--- src/hw/rtl/isra_pkg.sv ---
`default_nettype none
package isra_pkg;

	localparam int ID_W          = 32;
	localparam int NODE_W        = 16;
	localparam int SLOT_W        = 5;
	localparam int CFG_DATA_W    = 32;
	localparam int CFG_ADDR_W    = 5;
	localparam int NUM_PREF_REGS = 6;
	// entries of the preferred list that take part in the lookup
	localparam int PREF_COUNT    = 6;

	typedef enum logic [2:0] {
		REG_PREF_A = 3'd0,
		REG_PREF_B = 3'd1,
		REG_PREF_C = 3'd2,
		REG_PREF_D = 3'd3,
		REG_PREF_E = 3'd4,
		REG_PREF_F = 3'd5
	} cfg_reg_t;

endpackage
`default_nettype wire

--- src/hw/rtl/isra_ram.sv ---
`default_nettype none
module isra_ram #(
	parameter int WIDTH = 32,
	parameter int DEPTH = 32
) (
	input  wire logic                     clk,
	input  wire logic                     we,
	input  wire logic [$clog2(DEPTH)-1:0] waddr,
	input  wire logic [WIDTH-1:0]         wdata,
	input  wire logic [$clog2(DEPTH)-1:0] raddr,
	output logic      [WIDTH-1:0]         rdata
);

	logic [WIDTH-1:0] mem [DEPTH];

	always_ff @(posedge clk) begin
		if (we) begin
			mem[waddr] <= wdata;
		end
		rdata <= mem[raddr];
	end

endmodule
`default_nettype wire

--- src/hw/rtl/id_slot_register_allocator_unit.sv ---
`default_nettype none
// Registration slot table. SLOT_COUNT slots each hold a 32-bit ID (0 = free) and
// the handle of the head node of that ID's list. A command is taken when start
// is high while busy is low; reg_id and node_handle are sampled at that edge.
// The block then sweeps the ID memory one slot per cycle. The lowest slot that
// holds the ID gets the new node as head and the old head comes back on
// next_node. With no such slot, a free slot is claimed (the lowest one when the
// ID is in the preferred list pref_id_a..f, which ends at its first zero entry,
// else the highest one) and claimed is set. With no free slot, ok is 0 and the
// table is untouched. An ID of 0 matches the lowest free slot as an existing
// entry, which stays free. Each command yields exactly one result, shown for a
// single cycle with done high; the receiver cannot stall it, so it must take it
// in that cycle. A command finishes sooner when the ID is found early; the sweep
// is bounded by the single read port of the slot memories, which serves one slot
// per cycle. busy drops in the cycle done is shown, so the next command can be
// taken there. Slot contents are cleared at reset through per-slot valid flops:
// no clearing sweep, the block is ready right after reset. The preferred-ID
// registers sit on the APB port at byte addresses 0x00..0x14 and read back;
// paddr[1:0] is ignored, and addresses 0x18..0x1F read 0 and ignore writes.
module id_slot_register_allocator_unit #(
	parameter int SLOT_COUNT  = 32,
	parameter int HANDLE_BITS = 16
) (
	input  wire logic                               clk,
	input  wire logic                               arst_n,
	// command channel
	input  wire logic                               start,
	output logic                                    busy,
	input  wire logic [isra_pkg::ID_W-1:0]          reg_id,
	input  wire logic [isra_pkg::NODE_W-1:0]        node_handle,
	// result channel
	output logic                                    done,
	output logic                                    ok,
	output logic      [isra_pkg::SLOT_W-1:0]        slot,
	output logic                                    claimed,
	output logic      [isra_pkg::NODE_W-1:0]        next_node,
	// configuration port
	input  wire logic                               psel,
	input  wire logic                               penable,
	input  wire logic                               pwrite,
	input  wire logic [isra_pkg::CFG_ADDR_W-1:0]    paddr,
	input  wire logic [isra_pkg::CFG_DATA_W-1:0]    pwdata,
	output logic      [isra_pkg::CFG_DATA_W-1:0]    prdata,
	output logic                                    pready
);

	import isra_pkg::*;

	localparam int IDX_W = $clog2(SLOT_COUNT);
	localparam logic [IDX_W-1:0] LAST_IDX = IDX_W'(SLOT_COUNT - 1);

	typedef enum logic [1:0] {
		ST_IDLE,
		ST_SCAN,
		ST_CLAIM
	} state_t;

	state_t state_q;

	// ------------------------------------------------------------------
	// Configuration registers
	// ------------------------------------------------------------------
	logic [ID_W-1:0] pref_q [NUM_PREF_REGS];
	logic            cfg_wr;
	cfg_reg_t        cfg_sel;

	assign pready  = 1'b1;
	assign cfg_wr  = psel & penable & pwrite & pready;
	assign cfg_sel = cfg_reg_t'(paddr[4:2]);

	always_ff @(posedge clk or negedge arst_n) begin
		if (!arst_n) begin
			for (int i = 0; i < NUM_PREF_REGS; i++) begin
				pref_q[i] <= '0;
			end
		end else if (cfg_wr) begin
			unique case (cfg_sel)
				REG_PREF_A: pref_q[0] <= pwdata;
				REG_PREF_B: pref_q[1] <= pwdata;
				REG_PREF_C: pref_q[2] <= pwdata;
				REG_PREF_D: pref_q[3] <= pwdata;
				REG_PREF_E: pref_q[4] <= pwdata;
				REG_PREF_F: pref_q[5] <= pwdata;
				default: ;
			endcase
		end
	end

	always_comb begin
		unique case (cfg_sel)
			REG_PREF_A: prdata = pref_q[0];
			REG_PREF_B: prdata = pref_q[1];
			REG_PREF_C: prdata = pref_q[2];
			REG_PREF_D: prdata = pref_q[3];
			REG_PREF_E: prdata = pref_q[4];
			REG_PREF_F: prdata = pref_q[5];
			default:    prdata = '0;
		endcase
	end

	// ------------------------------------------------------------------
	// Command latch
	// ------------------------------------------------------------------
	logic                   accept;
	logic [ID_W-1:0]        id_q;
	logic [HANDLE_BITS-1:0] node_q;

	assign busy   = (state_q != ST_IDLE);
	assign accept = start & ~busy;

	always_ff @(posedge clk) begin
		if (accept) begin
			id_q   <= reg_id;
			node_q <= HANDLE_BITS'(node_handle);
		end
	end

	// ------------------------------------------------------------------
	// Slot memories; one valid flop per slot stands in for the reset clear
	// ------------------------------------------------------------------
	logic [SLOT_COUNT-1:0]  slot_vld_q;
	logic                   wr_en;
	logic [IDX_W-1:0]       wr_addr;
	logic [IDX_W-1:0]       rd_addr_q;
	logic [ID_W-1:0]        ram_id;
	logic [HANDLE_BITS-1:0] ram_head;

	isra_ram #(
		.WIDTH (ID_W),
		.DEPTH (SLOT_COUNT)
	) u_id_ram (
		.clk   (clk),
		.we    (wr_en),
		.waddr (wr_addr),
		.wdata (id_q),
		.raddr (rd_addr_q),
		.rdata (ram_id)
	);

	isra_ram #(
		.WIDTH (HANDLE_BITS),
		.DEPTH (SLOT_COUNT)
	) u_head_ram (
		.clk   (clk),
		.we    (wr_en),
		.waddr (wr_addr),
		.wdata (node_q),
		.raddr (rd_addr_q),
		.rdata (ram_head)
	);

	// ------------------------------------------------------------------
	// Scan pipeline: address issued in one cycle, compared in the next
	// ------------------------------------------------------------------
	logic             rd_more_q;
	logic             cmp_vld_s1;
	logic             cmp_last_s1;
	logic [IDX_W-1:0] cmp_idx_s1;

	logic [ID_W-1:0]        eff_id;
	logic [HANDLE_BITS-1:0] eff_head;
	logic                   hit;
	logic                   is_free;

	always_comb begin
		eff_id   = slot_vld_q[cmp_idx_s1] ? ram_id   : '0;
		eff_head = slot_vld_q[cmp_idx_s1] ? ram_head : '0;
		hit      = (state_q == ST_SCAN) && cmp_vld_s1 && (eff_id == id_q);
		is_free  = (eff_id == '0);
	end

	// free-slot tracking over the sweep
	logic             have_free_q;
	logic [IDX_W-1:0] low_free_q;
	logic [IDX_W-1:0] high_free_q;

	// preferred-list membership: the list ends at the first zero entry
	logic pref_hit;
	logic pref_end;

	always_comb begin
		pref_hit = 1'b0;
		pref_end = 1'b0;
		for (int i = 0; i < PREF_COUNT; i++) begin
			if (!pref_end) begin
				if (pref_q[i] == '0) begin
					pref_end = 1'b1;
				end else if (pref_q[i] == id_q) begin
					pref_hit = 1'b1;
					pref_end = 1'b1;
				end
			end
		end
	end

	logic             claim_wr;
	logic [IDX_W-1:0] claim_idx;

	always_comb begin
		claim_idx = pref_hit ? low_free_q : high_free_q;
		claim_wr  = (state_q == ST_CLAIM) && have_free_q;
		wr_en     = hit | claim_wr;
		wr_addr   = hit ? cmp_idx_s1 : claim_idx;
	end

	// ------------------------------------------------------------------
	// Sequencer and result registers
	// ------------------------------------------------------------------
	always_ff @(posedge clk or negedge arst_n) begin
		if (!arst_n) begin
			state_q     <= ST_IDLE;
			slot_vld_q  <= '0;
			rd_addr_q   <= '0;
			rd_more_q   <= 1'b0;
			cmp_vld_s1  <= 1'b0;
			cmp_last_s1 <= 1'b0;
			cmp_idx_s1  <= '0;
			have_free_q <= 1'b0;
			low_free_q  <= '0;
			high_free_q <= '0;
			done        <= 1'b0;
			ok          <= 1'b0;
			slot        <= '0;
			claimed     <= 1'b0;
			next_node   <= '0;
		end else begin
			if (wr_en) begin
				slot_vld_q[wr_addr] <= 1'b1;
			end
			unique case (state_q)
				ST_IDLE: begin
					done       <= 1'b0;
					cmp_vld_s1 <= 1'b0;
					if (accept) begin
						state_q     <= ST_SCAN;
						rd_addr_q   <= '0;
						rd_more_q   <= 1'b1;
						have_free_q <= 1'b0;
					end
				end
				ST_SCAN: begin
					done        <= hit;
					// issue side; a hit stops further reads
					cmp_vld_s1  <= rd_more_q;
					cmp_idx_s1  <= rd_addr_q;
					cmp_last_s1 <= (rd_addr_q == LAST_IDX);
					if (hit) begin
						rd_more_q <= 1'b0;
					end else if (rd_more_q) begin
						if (rd_addr_q == LAST_IDX) begin
							rd_more_q <= 1'b0;
						end else begin
							rd_addr_q <= rd_addr_q + 1'b1;
						end
					end
					// compare side
					if (hit) begin
						state_q   <= ST_IDLE;
						ok        <= 1'b1;
						slot      <= SLOT_W'(cmp_idx_s1);
						claimed   <= 1'b0;
						next_node <= NODE_W'(eff_head);
					end else if (cmp_vld_s1) begin
						if (is_free) begin
							if (!have_free_q) begin
								low_free_q <= cmp_idx_s1;
							end
							have_free_q <= 1'b1;
							high_free_q <= cmp_idx_s1;
						end
						if (cmp_last_s1) begin
							state_q <= ST_CLAIM;
						end
					end
				end
				ST_CLAIM: begin
					state_q    <= ST_IDLE;
					cmp_vld_s1 <= 1'b0;
					done       <= 1'b1;
					ok         <= have_free_q;
					slot       <= have_free_q ? SLOT_W'(claim_idx) : '0;
					claimed    <= have_free_q;
					next_node  <= '0;
				end
				default: begin
					state_q <= ST_IDLE;
					done    <= 1'b0;
				end
			endcase
		end
	end

endmodule
`default_nettype wire

--- config.mk ---
export PLATFORM = sky130hd
export DESIGN_NAME = id_slot_register_allocator_unit
export DESIGN_NICKNAME = d
export VERILOG_FILES = /design/src/hw/rtl/isra_pkg.sv /design/src/hw/rtl/isra_ram.sv /design/src/hw/rtl/id_slot_register_allocator_unit.sv
export SDC_FILE = /design/constraint.sdc
export NUM_CORES = 2
export LEC_CHECK = 0
export BUFFER_PORTS_ARGS = -buffer_cell sky130_fd_sc_hd__buf_2
export CAP_MARGIN = 20
export CELL_PAD_IN_SITES_DETAIL_PLACEMENT = 2
export CELL_PAD_IN_SITES_GLOBAL_PLACEMENT = 2
export CORE_MARGIN = 2
export CORE_UTILIZATION = 40
export DETAILED_ROUTE_END_ITERATION = 16
export PLACE_DENSITY_LB_ADDON = 0.1
export RECOVER_POWER = 25
export SLEW_MARGIN = 15
export SYNTH_ARGS = -nofsm -noshare
export SYNTH_HDL_FRONTEND = slang
export SYNTH_HIERARCHICAL = 1
export SYNTH_SLANG_ARGS = --single-unit
--- constraint.sdc ---
create_clock -name clk -period 5.22 [get_ports clk]
set_input_delay 0.261 -clock clk [delete_from_list [all_inputs] [get_ports clk]]
set_output_delay 0.261 -clock clk [all_outputs]
set_load 0.01 [all_outputs]
==> metrics.md <==
| Metric | Value |
|---|---|
| Status | `finished with violations` |
| Failing checks | `max-capacitance violations, max-slew violations` |
| Initial antenna violation count | `14` |
| Critical Path AT | `5.62 ns` |
| Die X | `around 450 um` |
| Overall power | `between 40 and 50 mW` |
| Synth Warn # | `6` |
| Die Area | `about 200000 um2` |
| Share of layout cells above drive strength 1 | `0.172` |
| Tmin final | `approximately 5.1 ns` |
| Clock sink count | `1906` |
| CP max stage cell | `edfxtp_1` |
| Async S/R FF share, synth | `0.144` |
| DRC violations left | `0` |
| Initial Util | `0.402` |
| CORE AREA | `a little under 200000 um2` |
| Final #Nets | `approximately 5400` |
| CP Class | `reg -> reg` |
| Max cap viols | `19` |
| Slew @ Worst Pin | `3.01 ns` |
| Post-synthesis sequential area ratio | `0.707` |
| H-tree Lvls | `4` |
| Crit path largest cell delay | `about 0.86 ns` |
| I/O pin count | `149` |
| Yosys top cell area share | `0.607` |
| Initial DRC count | `3880` |
| Post-synth top flop | `edfxtp_1` |
| Routed Antenna Nets | `0` |
| Max Slew Vio Count | `between 700 and 800` |
| Post-Syn Nets | `approximately 5000` |
| DRT Wirelength | `255000 um` |
| Synth top cells by count | `1584 x edfxtp_1, 805 x mux2i_1, 274 x dfrtp_1, 268 x a22oi_1, 209 x mux2_2` |
| Highest clock rate | `0.197 GHz` |
| Placer Congestion | `about 0.94` |
| Count leader, synth | `edfxtp_1` |
| PortBufs | `between 100 and 150` |
| Post-Syn Area | `roughly 78000 um2` |
| Area growth from synthesis to layout | `16.5%` |
| Pin count of the biggest net entering global routing | `around 110` |
| Worst-path clk slew | `0.06 ns` |
| CP delay by family, top | `simple AND/OR/NAND/NOR gates` |
| HP Class | `in -> reg` |
| Worst Setup End Kind | `register` |
| Buffers and inverters on the worst path | `4` |
| First-pass GRT wire length | `~370000 um` |
| Rows | `162` |
| Leak Pwr | `31.7 nW` |
| Fin crit share | `0.974` |
| Dpl hpwl | `between 150000 and 200000 um` |
| Final Hold Fails | `0` |
| CTS tree | `yes` |
| Die H | `~450 um` |
| Startpoint types | `register` |
| Worst path cell trace | `xor2_1, nor4_1, nand4_1, nor2_1, a21oi_1, a311oi_2, buf_4, mux2i_1, mux2_4, inv_4, buf_4, or3_1, nor2_4, buf_12` |
| Worst-Skew Late Latency | `0.86 ns` |
| Vias in the first global route | `around 50000` |
| Placed inst area | `approximately 84000 um2` |
| Syn avg cell area | `roughly 16 um2` |
| Clock root buffer | `clkbuf_16` |
| Post-Synthesis Cells | `roughly 5000` |
| Post-Place Cells | `7664` |
| DRT Pass-1 Iters | `6` |
| Ranking of synthesized cells by area | `edfxtp_1 61%, mux2i_1 10%, dfrtp_1 8.7%` |
| Slew headroom | `-1.01` |
| Critical Path RT | `5.75 ns` |
| PwrDens | `between 400 and 500 nW/um2` |
| Clock Path Buffers | `3` |
| FF+latch count, synth | `between 1500 and 2000` |
| Total track usage | `0.255` |
| Most used cell, CP | `buf_4` |
| RSZ-0062 raised after global routing | `no` |
| Final setup fails | `0` |
| Post-synth cell types | `between 70 and 80` |
| GRT Residual Overflow | `0` |
| CP Max Fanout | `32` |
| Final instance area | `about 91000 um2` |
| Total CTS buffers | `a little over 200` |
| Cell taking the most area after synthesis | `edfxtp_1` |
| Layout Skew | `0.0503 ns` |
| Vias per cell | `5.70` |
| Vias | `roughly 46000` |
| EDFF count, synth | `roughly 1600` |
| Peak VDD IR | `387 uV` |
| Wire length per cell | `between 30 and 40 um` |
| Fin cells | `8123` |
final timing paths:
path / startpoint / to / slack, ns / depth (start not counted)
setup reg to reg: id_q[27]$_DFFE_PP_ / u_id_ram/mem[1][7]$_DFFE_PP_ / 0.13 / 14
hold reg to reg: u_head_ram/rdata[1]$_DFF_P_ / next_node[1]$_DFFE_PN0P_ / 0.42 / 2
min in group asynchronous: arst_n / pref_q[162]$_DFFE_PN0P_ / 0.86 / 2
hold / removal: start / rd_addr_q[1]$_DFFE_PN0P_ / 0.12 / 4
setup / recovery: id_q[27]$_DFFE_PP_ / u_id_ram/mem[1][7]$_DFFE_PP_ / 0.13 / 14
max in group asynchronous: arst_n / pref_q[190]$_DFFE_PN0P_ / 0.81 / 3
registers in the layout, indices dropped and copies added, names as in the netlist, 2 cells and up:
| name | count |
|---|---|
| high_free_q | 5 |
| u_head_ram/rdata | 16 |
| state_q | 2 |
| next_node | 16 |
| slot | 5 |
| id_q | 32 |
| pref_q | 192 |
| cmp_idx_s1 | 5 |
| u_head_ram/mem | 512 |
| u_id_ram/rdata | 32 |
| u_id_ram/mem | 1024 |
| low_free_q | 5 |
| rd_addr_q | 5 |
| slot_vld_q | 32 |
| node_q | 16 |
power by group:
group / internal (mW) / leakage [nW] / total, mW / switching, mW
logic: 4.04 / 10.4 / 11.5 / 7.49
registers: 17.6 / 18.2 / 18.8 / 1.19
clock network: 7.99 / 3.09 / 14.1 / 6.11
per-layer routing:
layer	wire, um	share of wire	GRT usage
met1	120000	0.47	0.372
met2	119000	0.47	0.406
met3	11000	0.043	0.0311
met4	5460	0.021	0.0630
met5	0	0	0
through the flow:
step	setup TNS (ns)	setup slack, ns	utilization	hold WS (ns)
CTS	0	0.0815	0.469	0.0395
global route	0	0.0111	0.469	0.0828
floorplan	-223.09	-0.374	-	-0.0346
finish	0	0.134	0.469	0.115
global placement	0	0.200	0.432	0.386
detailed placement	0	0.123	0.432	0.383
layout make-up:
class | instances | area [um2]
flip-flops and latches | 1906 | 55400
multi-input cells | 2622 | 21300
clock inverters | 88 | 912
diodes | 4 | 10.0
well taps | 2624 | 3280
fillers | 18183 | 103000
inverters | 98 | 373
clock buffers | 283 | 5530
repair buffers | 498 | 4530
tightest hold or removal path, cell delays in order:
cell       delay [ns]
buf_2            0.14
nand2b_1         0.18
or4b_2           0.24
o2bb2ai_1        0.08
timing repair:
action                     4_1_cts  5_1_grt
setup buffers                    0        1
setup endpoints to repair        0      399
hold buffers                    81        0
resized for setup                0        2
hold endpoints to repair       348        0
cells in the final DEF, fill, tap and decap left out, drive strengths merged, types with 10 or more instances in the layout:
master	n
nand3b	12
nand4	69
xor2	70
buf	360
o21ai	38
nor3	60
nand3	169
nand2b	10
mux2	217
a22oi	268
nor4	84
inv	103
a22o	98
dfrtp	274
a21oi	149
o41ai	33
a31oi	48
dlygate4sd3	81
xnor2	128
edfxtp	1584
bufinv	12
nand2	166
clkbuf	340
mux2i	809
clkinv	64
dfxtp	48
nor2	95
cell families after synthesis:
| family | count (synthesis) | share of synthesized area |
|---|---|---|
| compound gates | 684 | 0.0633 |
| xor+xnor | 198 | 0.0221 |
| fa+ha+maj | 7 | 0.00112 |
| buf+inv | 385 | 0.0266 |
| flops | 1906 | 0.707 |
| mux | 1026 | 0.135 |
| other cells | 1 | 0.0000478 |
| simple gates | 706 | 0.0453 |
(Power assumes the default switching activity.)
